===== src/hdl/svb_pkg.sv =====
// ----------------------------------------------------------------------------
// svb_pkg
// Shared types, opcodes and helpers of the string buffer unit.
// ----------------------------------------------------------------------------
package svb_pkg;

    localparam int STR_CAPACITY_DEF = 30;
    localparam int NUM_SLOTS_DEF    = 16;
    // slot fields inside the command queue are sized for the largest store
    localparam int SLOT_W           = 8;

    localparam logic [2:0] OP_CLEAR  = 3'd0;
    localparam logic [2:0] OP_LENGTH = 3'd1;
    localparam logic [2:0] OP_FILL   = 3'd2;
    localparam logic [2:0] OP_PUTC   = 3'd3;
    localparam logic [2:0] OP_APPEND = 3'd4;
    localparam logic [2:0] OP_MASK   = 3'd5;

    typedef struct packed {
        logic [2:0] op;
        logic [3:0] dst_slot;
        logic [3:0] src_slot;
        logic [7:0] value_byte;
        logic [7:0] fill_offset;
        logic [7:0] zero_char;
        logic [7:0] one_char;
    } t_req;

    typedef struct packed {
        logic [4:0] length;
        logic       illegal_op;
    } t_rsp;

    // classified request as it sits in the queue
    typedef struct packed {
        logic [2:0]        op;
        logic [SLOT_W-1:0] dst;
        logic [SLOT_W-1:0] src;
        logic [7:0]        val;
        logic [7:0]        offset;
        logic [7:0]        c0;
        logic [7:0]        c1;
        logic              self_copy;
        logic              illegal;
        logic [3:0]        nbits;
    } t_cmd;

    // number of mask characters: position of the top set bit plus one
    function automatic logic [3:0] mask_width(input logic [7:0] val);
        logic [3:0] n;
        n = 4'd0;
        for (int i = 0; i < 8; i++) begin
            if (val[i]) begin
                n = 4'(i + 1);
            end
        end
        return n;
    endfunction

endpackage


===== src/hdl/svb_front.sv =====
// ----------------------------------------------------------------------------
// svb_front
// Takes requests, maps slots, classifies the opcode and queues the command.
// ----------------------------------------------------------------------------
module svb_front import svb_pkg::*; #(
    parameter int NUM_SLOTS = NUM_SLOTS_DEF
) (
    input  logic i_clk,
    input  logic i_rst_n,
    input  logic start,
    input  t_req i_req,
    output logic busy,
    input  logic i_pop,
    output logic o_cmd_valid,
    output t_cmd o_cmd
);

    localparam int SW = (NUM_SLOTS > 1) ? $clog2(NUM_SLOTS) : 1;

    logic [SW-1:0] slot_map [16];
    t_cmd          cmd;
    t_cmd          r_q [2];
    logic          r_wp, r_rp;
    logic [1:0]    r_cnt;
    logic          push, pop;

    // slot numbers wrap around the store
    for (genvar gi = 0; gi < 16; gi++) begin : g_map
        assign slot_map[gi] = SW'(gi % NUM_SLOTS);
    end

    always_comb begin
        cmd           = '0;
        cmd.op        = i_req.op;
        cmd.dst       = SLOT_W'(slot_map[i_req.dst_slot]);
        cmd.src       = SLOT_W'(slot_map[i_req.src_slot]);
        cmd.val       = i_req.value_byte;
        cmd.offset    = i_req.fill_offset;
        cmd.c0        = i_req.zero_char;
        cmd.c1        = i_req.one_char;
        cmd.self_copy = (slot_map[i_req.dst_slot] == slot_map[i_req.src_slot]);
        cmd.illegal   = !(i_req.op == OP_CLEAR  || i_req.op == OP_LENGTH ||
                          i_req.op == OP_FILL   || i_req.op == OP_PUTC   ||
                          i_req.op == OP_APPEND || i_req.op == OP_MASK);
        cmd.nbits     = mask_width(i_req.value_byte);
    end

    assign busy        = (r_cnt == 2'd2);
    assign push        = start && !busy;
    assign o_cmd_valid = (r_cnt != 2'd0);
    assign pop         = i_pop && o_cmd_valid;
    assign o_cmd       = r_q[r_rp];

    always_ff @(posedge i_clk) begin
        if (push) begin
            r_q[r_wp] <= cmd;
        end
        if (!i_rst_n) begin
            r_wp  <= 1'b0;
            r_rp  <= 1'b0;
            r_cnt <= 2'd0;
        end else begin
            if (push) begin
                r_wp <= !r_wp;
            end
            if (pop) begin
                r_rp <= !r_rp;
            end
            r_cnt <= r_cnt + 2'(push) - 2'(pop);
        end
    end

endmodule


===== src/hdl/svb_exec.sv =====
// ----------------------------------------------------------------------------
// svb_exec
// Carries out queued commands on the string store, one byte per cycle.
// ----------------------------------------------------------------------------
module svb_exec import svb_pkg::*; #(
    parameter int STR_CAPACITY = STR_CAPACITY_DEF,
    parameter int NUM_SLOTS    = NUM_SLOTS_DEF
) (
    input  logic i_clk,
    input  logic i_rst_n,
    input  logic i_cmd_valid,
    input  t_cmd i_cmd,
    output logic o_pop,
    output logic o_done,
    output t_rsp o_rsp
);

    localparam int DEPTH = NUM_SLOTS * STR_CAPACITY;
    localparam int AW    = (DEPTH > 1) ? $clog2(DEPTH) : 1;
    localparam int SW    = (NUM_SLOTS > 1) ? $clog2(NUM_SLOTS) : 1;
    localparam int LW    = $clog2(STR_CAPACITY + 1);
    localparam logic [LW-1:0] CAP = LW'(STR_CAPACITY);

    typedef enum logic [4:0] {
        S_INIT = 5'b00001,
        S_IDLE = 5'b00010,
        S_PLAN = 5'b00100,
        S_WALK = 5'b01000,
        S_DONE = 5'b10000
    } t_state;

    t_state        r_state;
    t_cmd          r_cmd;
    logic [7:0]    mem [DEPTH];
    logic [LW-1:0] lens [NUM_SLOTS];
    logic [7:0]    r_rdata;
    logic [LW-1:0] r_ld, r_ls, r_fin, r_cnt, r_k, r_pos;
    logic [AW-1:0] r_dbase, r_sbase, r_init_addr;
    logic          r_wv, r_wmem;
    logic [AW-1:0] r_waddr;
    logic [7:0]    r_wdata;

    logic          we;
    logic [AW-1:0] waddr, raddr;
    logic [7:0]    wdata;
    logic [LW-1:0] free, n_cnt, n_pos, n_fin;
    logic [8:0]    ls_w, free_w, nb_w;
    logic [2:0]    bit_idx;
    logic [7:0]    byte_val;

    assign o_pop  = (r_state == S_IDLE);
    assign o_done = (r_state == S_DONE);
    always_comb begin
        o_rsp            = '0;
        o_rsp.length     = 5'(r_fin);
        o_rsp.illegal_op = r_cmd.illegal;
    end

    // byte store port
    assign we    = (r_state == S_INIT) || r_wv;
    assign waddr = (r_state == S_INIT) ? r_init_addr : r_waddr;
    assign wdata = (r_state == S_INIT) ? 8'h00 : (r_wmem ? r_rdata : r_wdata);
    assign raddr = r_sbase + AW'(r_k);

    always_ff @(posedge i_clk) begin
        if (we) begin
            mem[waddr] <= wdata;
        end
        // write-first so a self append sees the byte just written
        if (we && waddr == raddr) begin
            r_rdata <= wdata;
        end else begin
            r_rdata <= mem[raddr];
        end
    end

    // command plan
    always_comb begin
        free   = CAP - r_ld;
        ls_w   = 9'(r_ls);
        free_w = 9'(free);
        nb_w   = 9'(r_cmd.nbits);
        n_pos  = r_ld;
        n_cnt  = '0;
        n_fin  = r_ld;
        if (!r_cmd.illegal) begin
            unique case (r_cmd.op)
                OP_CLEAR: begin
                    n_pos = '0;
                    n_cnt = CAP;
                    n_fin = '0;
                end
                OP_FILL: begin
                    if (9'(r_cmd.offset) < 9'(STR_CAPACITY)) begin
                        n_pos = LW'(r_cmd.offset);
                        n_cnt = CAP - LW'(r_cmd.offset);
                        n_fin = CAP;
                    end
                end
                OP_PUTC: begin
                    n_cnt = (r_ld < CAP) ? LW'(1) : '0;
                end
                OP_APPEND: begin
                    if (r_cmd.self_copy) begin
                        n_cnt = (r_ld == '0) ? '0 : free;
                    end else begin
                        n_cnt = (ls_w < free_w) ? r_ls : free;
                    end
                end
                OP_MASK: begin
                    n_cnt = (nb_w < free_w) ? LW'(r_cmd.nbits) : free;
                end
                default: begin
                end
            endcase
            if (r_cmd.op != OP_CLEAR && r_cmd.op != OP_FILL) begin
                n_fin = r_ld + n_cnt;
            end
        end
    end

    // byte produced at walk step r_k
    always_comb begin
        bit_idx  = 3'(r_cmd.nbits - 4'd1 - 4'(r_k));
        byte_val = r_cmd.val;
        if (r_cmd.op == OP_CLEAR) begin
            byte_val = 8'h00;
        end else if (r_cmd.op == OP_MASK) begin
            byte_val = r_cmd.val[bit_idx] ? r_cmd.c1 : r_cmd.c0;
        end
    end

    always_ff @(posedge i_clk) begin
        if (r_state == S_INIT && 32'(r_init_addr) < NUM_SLOTS) begin
            lens[SW'(r_init_addr)] <= '0;
        end else if (r_state == S_DONE) begin
            lens[SW'(r_cmd.dst)] <= r_fin;
        end
        if (r_state == S_IDLE) begin
            r_ld  <= lens[SW'(i_cmd.dst)];
            r_ls  <= lens[SW'(i_cmd.src)];
            r_cmd <= i_cmd;
        end
        if (r_state == S_PLAN) begin
            r_cnt   <= n_cnt;
            r_pos   <= n_pos;
            r_fin   <= n_fin;
            r_k     <= '0;
            r_dbase <= AW'(r_cmd.dst) * AW'(STR_CAPACITY);
            r_sbase <= AW'(r_cmd.src) * AW'(STR_CAPACITY);
        end
        if (r_state == S_WALK && r_k != r_cnt) begin
            r_waddr <= r_dbase + AW'(r_pos);
            r_wdata <= byte_val;
            r_wmem  <= (r_cmd.op == OP_APPEND);
            r_pos   <= r_pos + LW'(1);
            r_k     <= r_k + LW'(1);
        end
        if (!i_rst_n) begin
            r_state     <= S_INIT;
            r_init_addr <= '0;
            r_wv        <= 1'b0;
        end else begin
            r_wv <= (r_state == S_WALK) && (r_k != r_cnt);
            case (r_state)
                S_INIT: begin
                    r_init_addr <= r_init_addr + AW'(1);
                    if (32'(r_init_addr) == DEPTH - 1) begin
                        r_state <= S_IDLE;
                    end
                end
                S_IDLE: begin
                    if (i_cmd_valid) begin
                        r_state <= S_PLAN;
                    end
                end
                S_PLAN: r_state <= S_WALK;
                S_WALK: begin
                    if (r_k == r_cnt) begin
                        r_state <= S_DONE;
                    end
                end
                S_DONE:  r_state <= S_IDLE;
                default: r_state <= S_IDLE;
            endcase
        end
    end

endmodule


===== src/hdl/vm_string_buffer_unit.sv =====
// ----------------------------------------------------------------------------
// vm_string_buffer_unit
// String opcode unit: clear, length, fill, put char, append, bit mask.
// ----------------------------------------------------------------------------
// A request is taken when start is high and busy is low; up to two requests
// wait in a queue while the executor works. Each request gives one result on
// o_rsp, flagged by o_done for a single cycle; the result must be taken then.
// The executor writes the bytes of a request one at a time (at most
// STR_CAPACITY), since the byte store has one write port. After reset the
// store is cleared byte by byte, NUM_SLOTS*STR_CAPACITY bytes (480 by
// default); requests are queued meanwhile and run after the sweep.
// ----------------------------------------------------------------------------
module vm_string_buffer_unit import svb_pkg::*; #(
    parameter int STR_CAPACITY = STR_CAPACITY_DEF,
    parameter int NUM_SLOTS    = NUM_SLOTS_DEF
) (
    input  logic i_clk,
    input  logic i_rst_n,
    input  logic start,
    input  t_req i_req,
    output logic busy,
    output logic o_done,
    output t_rsp o_rsp
);

    logic cmd_valid, pop;
    t_cmd cmd;

    svb_front #(
        .NUM_SLOTS (NUM_SLOTS)
    ) u_front (
        .i_clk       (i_clk),
        .i_rst_n     (i_rst_n),
        .start       (start),
        .i_req       (i_req),
        .busy        (busy),
        .i_pop       (pop),
        .o_cmd_valid (cmd_valid),
        .o_cmd       (cmd)
    );

    svb_exec #(
        .STR_CAPACITY (STR_CAPACITY),
        .NUM_SLOTS    (NUM_SLOTS)
    ) u_exec (
        .i_clk       (i_clk),
        .i_rst_n     (i_rst_n),
        .i_cmd_valid (cmd_valid),
        .i_cmd       (cmd),
        .o_pop       (pop),
        .o_done      (o_done),
        .o_rsp       (o_rsp)
    );

endmodule


===== config.mk =====
export PLATFORM = sky130hd
export DESIGN_NAME = vm_string_buffer_unit
export DESIGN_NICKNAME = d
export VERILOG_FILES = /design/src/hdl/svb_pkg.sv /design/src/hdl/svb_front.sv /design/src/hdl/svb_exec.sv /design/src/hdl/vm_string_buffer_unit.sv
export SDC_FILE = /design/constraint.sdc
export NUM_CORES = 1
export LEC_CHECK = 0
export BUFFER_PORTS_ARGS = -buffer_cell sky130_fd_sc_hd__buf_2
export CORE_AREA = 2 2 190 99
export CTS_CLUSTER_DIAMETER = 30
export DETAILED_ROUTE_END_ITERATION = 6
export DIE_AREA = 0 0 192 101
export PLACE_DENSITY = 0.74
export SLEW_MARGIN = 15
export SYNTH_ARGS = -nofsm -noshare
export SYNTH_HDL_FRONTEND = slang
export SYNTH_SLANG_ARGS = --single-unit

===== constraint.sdc =====
create_clock -name i_clk -period 5.42 [get_ports i_clk]
set_clock_uncertainty 0.05 [all_clocks]
set_input_delay 0.542 -clock i_clk [delete_from_list [all_inputs] [get_ports i_clk]]
set_output_delay 0.542 -clock i_clk [all_outputs]
set_load 0.02 [all_outputs]

; After elaboration in Yosys (flattened, before gate mapping)
; Memory sizes are Yosys's and may differ from the RTL's. A register that Yosys moved wholly into a read port is not among the register bits.
; Index checks and enable logic that the tools add are counted.
[word_totals]
reg_bits = 54
mem_bits_rw = 178
rom_bits = 128
in_bits = 46
output_inout_bits = 8
wordCells = 121
mem_count = 4
[memory_table]
columns = name, depth, word_bits, rd, rd_clocked_by_memory_dff, wr, line_no
row1 = u_front.r_q, 2, 49, 1, 1, 1, svb_front.sv:22  ; t_cmd r_q [2];
row2 = u_exec.lens, 16, 5, 2, 2, 1, svb_exec.sv:35  ; logic [LW-1:0] lens [NUM_SLOTS];
row3 = (no name shown), 16, 4, 1, 0, 0, svb_front.sv:35  ; cmd.dst = SLOT_W'(slot_map[i_req.dst_slot]);
row4 = (no name shown), 16, 4, 1, 0, 0, svb_front.sv:36  ; cmd.src = SLOT_W'(slot_map[i_req.src_slot]);
[op_classes]
addsub = 7
order_cmp = 7
n_eq_ne = 23
muxes = 42
bitwise = 2
n_reduce_logical = 22
[op_table]
columns = cell, n
row1 = two-way mux 5 bit, 15
row2 = case mux 5 bit (5 select lines), 1
row3 = two-way mux 4 bit, 6
row4 = case mux 5 bit (4 select lines), 1
row5 = equality test 3 x 2 -> 1 bit (second input constant), 4
row6 = equality test 3 bit (second input constant), 4
row7 = two-way mux 1 bit, 12
row8 = two-way mux 3 bit, 4
row9 = greater-or-equal comparator 5 bit (second input constant), 2
row10 = inverter 4 -> 5 bit, 2
row11 = case mux 5 bit (2 select lines), 1
row12 = subtractor 5 bit (first input constant), 2
row13 = adder 9 x 1 -> 9 bit (second input constant), 1
row14 = equality test 9 bit (second input constant), 1
row15 = < comparator 9 x 5 -> 1 bit (second input constant), 1
row16 = < comparator 8 x 5 -> 1 bit (second input constant), 1
row17 = logical NOT 3 bit, 2
row18 = inequality test 2 bit (second input constant), 3
row19 = adder 5 x 1 -> 5 bit (second input constant), 1
row20 = adder 5 bit, 1
row21 = equality test 5 x 1 -> 1 bit (second input constant), 1
row22 = equality test 5 x 2 -> 1 bit (second input constant), 1
row23 = equality test 5 x 3 -> 1 bit (second input constant), 1
row24 = equality test 5 x 4 -> 1 bit (second input constant), 1
row25 = 21 further kinds, 34

; Depth between registers and ports, before layout
; Gate-level depths: netlist of the first run.
[logic_depth]
depth_word = 9
depth_mapped = 20
ltp_nobuf = 20

; By module
; A second synthesis of the first run with hierarchy kept.
[hier_totals]
hier_cells = 675
hier_area_um2 = 10892.9
[by_module_without_submodules]
columns = module, instances, cells_per_inst, area_per_inst_um2, seq_area_each_um2
row1 = svb_exec, 1, 472, 6939.2, 4063.9
row2 = svb_front, 1, 203, 3953.8, 2982.9

; Least setup slack after synthesis of the first run
; No wires, ideal clock.
[synth_timing]
path_type = flip-flop to flip-flop
from = register u_exec.r_ld[0] (read register of u_exec.lens)
to = register u_exec.r_fin[3], data pin
setup_ns = 0.146
arrival_time_ns = 3.719
t_required_ns = 5.224
setup_slack_ns = 1.505
stages_incl_launch_ff = 20
n_path_buf = 0
period_less_slack_ns = 3.915
cell_sequence = edfxtp_1 -> ha_1 -> xnor2_1 -> inv_1 -> ha_1 -> o21ai_0 -> nor2_1 -> o311ai_4 -> and2b_4 -> mux2i_1 -> and3_4 -> or3_1 -> ha_1 -> a21o_1 -> a21oi_1 -> xnor2_1 -> o21ai_0 -> a21oi_1 -> nor2_1 -> a21oi_1
[synth_between]
elab_chain_len = 9
word_cells_on_any_way = 15
classes_between = add/sub (2) / order compare (3) / mux (9) / reduce/logical (1)
[synth_rtl]
columns = element, line_no
row1 = "start, declared", svb_exec.sv:37  ; logic [LW-1:0] r_ld, r_ls, r_fin, r_cnt, r_k, r_pos;
row2 = subtractor 5 bit, svb_exec.sv:79  ; free = CAP - r_ld;
row3 = < comparator 5 bit, svb_exec.sv:107  ; n_cnt = (ls_w < free_w) ? r_ls : free;
row4 = two-way mux 5 bit, svb_exec.sv:107
row5 = two-way mux 5 bit, svb_exec.sv:104  ; if (r_cmd.self_copy) begin
row6 = case mux 5 bit (5 select lines), svb_exec.sv:87  ; unique case (r_cmd.op)
row7 = two-way mux 5 bit, svb_exec.sv:86  ; if (!r_cmd.illegal) begin
row8 = adder 5 bit *, svb_exec.sv:117  ; n_fin = r_ld + n_cnt;
row9 = two-way mux 5 bit *, svb_exec.sv:116  ; if (r_cmd.op != OP_CLEAR && r_cmd.op != OP_FILL) begin
row10 = two-way mux 5 bit *, svb_exec.sv:86
row11 = via u_exec.n_fin[3], svb_exec.sv:46  ; logic [LW-1:0] free, n_cnt, n_pos, n_fin;
row12 = "end signal, assigned", svb_exec.sv:147  ; r_fin <= n_fin;
row13 = "end, declared", svb_exec.sv:37
; The timed path passes the listed nets; every way through them passes the cells marked *. The select of a mux whose other input is x is not followed.
; A chain may end at the register's enable or synchronous reset.

; Worst setup path after layout of the first run
; Same ends and word-level chain as after synthesis.

==> results.md, run 1 <==
* Clock Latency Late Sink at 440 ps
* First-pass DRT Iterations at 5
* Worst vdd ir at 0.272 mV
* Area growth, synth to finish at 11.3%
* 1st-iter DRT viols at 730
* # resized after CTS at 0
* Yosys warns at 0
* Post-DP HPWL at 15,900 um
* Final Max Slew Viols at 0
* Global-route track usage on met3 at 7.38%
* Synthesis-stage register bit count at 195
* Number of remaining DRC errors at 0
* CP required at 5660 ps
* Worst setup path class: reg2reg
* Routed len/inst at 21.8 um
* NetSw at 0.915 mW
* Async SR Flop Fraction at 0%
* Crit start category: flop
* Placed inst area at 9820 um2
* Internal power at 2.59 mW
* Sink Count at 195
* Combinational Power Share at 12.2%
* Root Buffer: clkbuf_16
* Top Ports at 54
* Mean Syn Cell Area at 12.5 um2
* Gr ovfl total at 0
* Row Count at 35
* Synth Instances at 750
* Leakage power at 3.74 nW
* Width of the die at 192 um
* MaxCap Viol Count at 0
* Slowest cell on the critical path: edfxtp_1
* Count leader, synth: edfxtp_1
* Pin count of the biggest net entering global routing at 42
* Main area contributors after synthesis: edfxtp_1 (56%), mux4_2 (4.8%), nand2_1 (4.3%)
* Number of synthesized flops with an enable pin at 176
* Setup_tns at 0 ps
* Predominant post-synthesis flop cell: edfxtp_1
* Hold Vio Cnt, Final at 0
* First-pass GRT wire length at 34,500 um
* Ant. Diodes at 0
* Seq/Total Area, Yosys at 60.6%
* Vias at 6,382
* # Post-CTS Setup Buffers at 0
* Die Area at 19,400 um2
* Post-synth top cells: edfxtp_1 (176), nand2_1 (108), nor2_1 (52), a21oi_1 (35), and3_1 (24)
* Top cell type's share of synthesized area at 56.5%
* Final setup fails at 0
* PwrDens at 337 nW/um2
* CTS buffer count at 17
* Crit share post-route at 83.3%
* Sw Ratio at 26.1%
* Number of antenna violations at the first check in global routing at 0
* Post-route antenna net violation count at 0
* CTS tree: done
* Crit-path max FO at 9
* Fmax at 222 MHz
* Mapped Nets at 814
* Synth cell types at 58
* Vias per cell at 6.15
* Worst Setup End Kind: flop
* Met1 Track Usage GR at 37.8%
* Clock Tree Buf Depth at 2
* RSZ-0062 raised after global routing: no
* Crit path arrival time at 4750 ps
* CTS H-tree depth at 4
* Clock power frac at 36.4%
* NumNets Final at 848
* Synth area leader: edfxtp_1
* Post-layout min period at 4510 ps
* Sequential power share at 51.4%
* Grt met2 use at 33.9%
* Die H at 101 um
* Slew headroom at 22.4%
* Post-Syn Area at 9360 um2
* Status: complete, no violations
* Clock-pin slew on the worst setup and hold paths at 70 ps
* Drt total wl at 22,600 um
* HP Class: in2reg
* Post-CTS Hold Buffers at 0
* Initial Util at 52.4%
* Worst Tran Pin Value at 1130 ps
* Design Area, Final at 10,400 um2
* PortBufs at 37
* Busiest grt layer: met1
* Final RePlAce weighted congestion at 0.914
* Vias in the first global route at 6,112
* Critical path, cell by cell: ha_1, xnor2_1, inv_1, ha_1, o21ai_0, nor2_1, o311ai_4, and2b_4, mux2i_1, and3_4, or3_1, ha_1, a21o_1, a21oi_1, xnor2_1, o21ai_0, a21oi_1, nor2_1, a21oi_1
* GRT Resource Usage Total at 24.5%
* Highest cell delay on the worst timing path at 550 ps
* Share of layout cells above drive strength 1 at 16.4%
* Core ar. at 17,900 um2
-- cell type report --
cell class	instances	area, um2
clock inverter	15	169
tap	240	300
inverter	22	82.6
fill	1399	7460
multi-input combinational	499	3490
timing repair buffer	49	275
sequential	195	5670
clock buffer	17	425
-- power by group through the flow --
stage | Combinational, mW | Sequential [mW] | Clock [mW]
CTS | 0.422 | 1.80 | 1.29
floorplan | 0.287 | 1.81 | 0
detailed placement | 0.417 | 1.83 | 0
finish | 0.429 | 1.80 | 1.28
global route | 0.467 | 1.81 | 1.35
global placement | 0.397 | 1.82 | 0
-- state kept, by name (all words and copies together), names as in the netlist, named ones only --
name,flops
u_exec.r_ld,5
u_exec.r_ls,5
u_front.r_wp,1
u_exec.r_init_addr,9
u_exec.r_cnt,5
u_exec.nb_w,4
u_exec.lens,80
u_front.r_rp,1
u_front.r_cnt,2
u_front.r_q,50
u_exec.r_state,5
u_exec.r_k,5
u_exec.r_cmd,16
u_exec.o_rsp,1
u_exec.r_fin,5
-- final timing paths --
kind	cells past startpoint	startpoint	slack, ps	end
worst max-delay path	19	u_exec.r_ld[0]	910	u_exec.r_fin[3]
worst min-delay path	1	i_req[40]	240	u_front.r_q[1][46]
worst max register to register	19	u_exec.r_ld[0]	910	u_exec.r_fin[3]
worst min register to register	2	u_exec.r_init_addr[1]	480	u_exec.r_init_addr[1]
-- critical path: cells and delay by family (launching register included) --
family | cells | cell delay, ps
compound gates | 7 | 1250
simple gates | 5 | 960
fa+ha+maj | 3 | 880
flops | 1 | 550
xor+xnor | 2 | 470
buf+inv | 1 | 140
mux | 1 | 80
-- routing by layer --
metal  part of all wire, %  wire length [um]  up-vias
met5                     0                 0        -
met4                   1.1               244        0
met3                    11              2560       29
met2                    41              9250      333
met1                    47             10600     3157
li1                      -                 -     2863
-- layout by cell type (no fill, tap or decap), types with 18 or more instances in the layout --
| cell | netlist | final |
|---|---|---|
| inv_1 | 22 | 22 |
| mux4_2 | 20 | 20 |
| nor2_1 | 52 | 51 |
| o21ai_0 | 18 | 18 |
| nand2_1 | 108 | 108 |
| and3_1 | 24 | 24 |
| mux2_2 | 19 | 19 |
| dfxtp_1 | 19 | 19 |
| and2_1 | 19 | 19 |
| buf_2 | 5 | 37 |
| edfxtp_1 | 176 | 176 |
| a21oi_1 | 35 | 35 |
-- cell families after synthesis --
logic type | Yosys count | share of synthesized area [%]
compound gates | 120 | 8.52
xor+xnor | 26 | 2.43
fa+ha+maj | 19 | 2.59
flops | 195 | 60.6
buf+inv | 56 | 2.43
simple gates | 275 | 14.2
mux | 59 | 9.24
-- metrics by stage --
| step | setup slack, ps | total power, mW | cells | utilization (%) | hold WS, ps |
|---|---|---|---|---|---|
| after floorplan | 1510 | 2.10 | 750 | - | 427 |
| after global placement | 1090 | 2.22 | 1005 | 54.9 | 443 |
| after detailed placement | 1020 | 2.25 | 1005 | 54.9 | 463 |
| after CTS | 937 | 3.51 | 1037 | 58.3 | 231 |
| after global routing | 599 | 3.62 | 1037 | 58.3 | 222 |
| final | 906 | 3.51 | 1037 | 58.3 | 242 |
(Power assumes the default switching activity.)
==> inputs of run 2 (changes only) <==
--- a/config.mk
+++ b/config.mk
@@ -10,7 +10,7 @@
 export CTS_CLUSTER_DIAMETER = 30
 export DETAILED_ROUTE_END_ITERATION = 6
 export DIE_AREA = 0 0 192 101
-export PLACE_DENSITY = 0.74
+export PLACE_DENSITY = 0.77
 export SLEW_MARGIN = 15
 export SYNTH_ARGS = -nofsm -noshare
 export SYNTH_HDL_FRONTEND = slang
==> constraint.sdc (replaced) <==
create_clock -name i_clk -period 3.9 [get_ports i_clk]
set_clock_uncertainty 0.05 [all_clocks]
set_input_delay 0.39 -clock i_clk [delete_from_list [all_inputs] [get_ports i_clk]]
set_output_delay 0.39 -clock i_clk [all_outputs]
set_load 0.02 [all_outputs]
==> results.md, run 2 (synthesized netlist as in run 1, its figures left out) <==
* M1 WL at 10,100 um (-4.6%)
* Vias in the first global route at 6,276 (+2.7%)
* MaxCap Viol Count at 0 (unchanged)
* Worst vdd ir at 0.349 mV (+28%)
* Post-CTS Hold Buffers at 0 (unchanged)
* Hold Vio Cnt, Final at 0 (unchanged)
* Highest cell delay on the worst timing path at 460 ps (-90 ps)
* WL met2 at 9010 um (-2.6%)
* First-pass DRT Iterations at 5 (unchanged)
* Post-Place Cells at 1,024 (+1.9%)
* Clock-pin slew on the worst setup and hold paths at 80 ps (about the same)
* Leakage power at 3.86 nW (+3.2%)
* Crit start category: flop
* Worst setup startpoint: u_exec.r_ld[1]
* Worst Setup End Kind: flop
* Area growth, synth to finish at 14.5%
* Ant. Diodes at 0 (unchanged)
* Util after Layout at 59.9% (+1.7 points)
* Met3 wire length at 3040 um (+19%)
* Highest metal used: met4
* Fmax at 266 MHz (+20%)
* Top reg by flops: u_exec.lens
* Vias at 6,482 (+1.6%)
* PwrDens at 453 nW/um2 (+35%)
* Final RePlAce weighted congestion at 0.889 (-2.7%)
* Reg2reg setup slack at 140 ps (-770 ps)
* Setup_tns at 0 ps (unchanged)
* GRT Resource Usage Total at 24.7% (+0.20 points)
* HP Start: i_req[21]
* CTS tree: done
* Max reg flops at 80 (unchanged)
* Crit share post-route at 96.4% (+13 points)
* Gr ovfl total at 0 (unchanged)
* Storage element area at 5670 um2 (unchanged)
* First-pass GRT wire length at 35,000 um (+1.5%)
* Slew headroom at 19.6% (-2.8 points)
* Share of layout cells above drive strength 1 at 21.4% (+5.0 points)
* Most frequent cells in the layout: edfxtp_1 (176), nand2_1 (107), nor2_1 (50), buf_2 (37), a21oi_1 (33)
* Die H at 101 um (unchanged)
* Commonest non-fill, non-tap cell in the layout: edfxtp_1
* Core ar. at 17,900 um2 (unchanged)
* Critical path, cell by cell: inv_2, ha_4, ha_1, nor3b_2, nor2_2, o311ai_4, and2b_4, buf_6, mux2i_1, o21a_1, o41ai_4, ha_1, a21oi_2, xnor2_1, o21ai_1, a21oi_1, nor2_1, a21oi_1
* NumNets Final at 869 (+2.5%)
* RSZ-0062 raised after global routing: yes
* Multi-input gate area at 3640 um2 (+4.2%)
* Root Buffer: clkbuf_16
* FF-to-FF Start: u_exec.r_ld[1]
* Final WS setup at 140 ps (-766 ps)
* Post-layout min period at 3760 ps (-754 ps)
* Slowest cell on the critical path: edfxtp_1
* Sink Count at 195 (unchanged)
* Status: complete, no violations
* PortBufs at 37 (unchanged)
* HP Class: in2reg
* Final Max Slew Viols at 0 (unchanged)
* Die Area at 19,400 um2 (unchanged)
* Row Count at 35 (unchanged)
* Biggest regs: u_exec.lens: 80 flops, u_front.r_q: 50 flops, u_exec.r_cmd: 16 flops
* Number of antenna violations at the first check in global routing at 0 (unchanged)
* Setup WS pre-CTS at -131 ps (-1150 ps)
* Routed len/inst at 21.3 um (-2.3%)
* Pin count of the biggest net entering global routing at 41 (-2.4%)
* Final setup fails at 0 (unchanged)
* Post-route antenna net violation count at 0 (unchanged)
* Top Ports at 54 (unchanged)
* CP required at 4040 ps (-1620 ps)
* Post-DP HPWL at 15,600 um (-1.4%)
* 1st-iter DRT viols at 776 (+6.3%)
* CTS H-tree depth at 4 (unchanged)
* Crit path arrival time at 3900 ps (-850 ps)
* Number of remaining DRC errors at 0 (unchanged)
* Crit-path max FO at 5 (-4)
* Initial Util at 52.4% (unchanged)
* Width of the die at 192 um (unchanged)
* Clock Latency Late Sink at 450 ps (about the same)
* Final Instance Count excl. Fillers at 1,058 (+2.0%)
* Worst Tran Pin Value at 1170 ps (+40.7 ps)
* Worst setup path class: reg2reg
* Vias per cell at 6.13 (-0.45%)
* # fillers at 1,349 (-3.6%)
* CTS buffer count at 17 (unchanged)
* Drt total wl at 22,500 um (-0.33%)
* Clock Tree Buf Depth at 2 (unchanged)
==> run 2: changes by cell type in the layout (fill, tap and decap cells not counted), moves of 3 or more <==
| cell | previous run | this run |
|---|---|---|
| o21ai_0 | 18 | 15 |
| buf_4 | 12 | 32 |
| ha_1 | 17 | 11 |
| inv_1 | 22 | 19 |
| ha_4 | 0 | 5 |
| inv_2 | 0 | 3 |
==> run 2: routing by layer <==
metal  track usage (%)  vias up
met5                 0        -
met4              7.57        0
met3              9.99       51
met2              33.6      411
met1              36.1     3101
li1                  -     2919
==> run 2: area by class of cell <==
type                    instances  share of cell area [%]
flip-flops and latches        195                    52.9
multi-input cells             499                    34.0
repair buffers                 70                    4.08
clock buffers                  17                    3.97
well taps                     240                    2.80
clock inverters                15                    1.48
inverters                      22                   0.771
==> run 2: final timing paths <==
check,to,cells past startpoint
hold / removal,u_front.r_q[0][27],1
setup / recovery,u_exec.r_fin[3],18
hold reg to reg,u_exec.r_init_addr[7],2
setup reg to reg,u_exec.r_fin[3],18
==> run 2: timing repair <==
| item | in CTS | in global routing |
|---|---|---|
| gates cloned | 0 | 0 |
| gates resized for setup | 8 | 22 |
| setup buffers | 0 | 2 |
| endpoints found under the setup margin | 4 | 4 |
| pin swaps | 3 | 15 |
==> run 2: worst max-delay path, delay by kind of cell, from the launching register on <==
kind,cells,cell delay (ps)
compound gates,7,1210
xor+xnor,1,90
fa+ha+maj,3,790
buf+inv,2,220
flops,1,460
mux,1,70
simple gates,4,600
==> run 2: stage by stage <==
| stage | instance area, um2 | power, mW | hold slack, ps |
|---|---|---|---|
| 2_1_floorplan | 9360 | 2.91 | 423 |
| 3_3_place_gp | 9970 | 3.10 | 447 |
| 3_5_place_dp | 9970 | 3.13 | 459 |
| 4_1_cts | 10600 | 4.83 | 74.9 |
| 5_1_grt | 10700 | 5.00 | 76.6 |
| 6_report | 10700 | 4.85 | 83.0 |
==> run 2: power by group <==
group	switching, mW	internal, mW	leakage (nW)	total (mW)
sequential	0.0737	2.42	1.79	2.50
clock	0.881	0.859	0.279	1.74
combinational	0.390	0.227	1.80	0.617
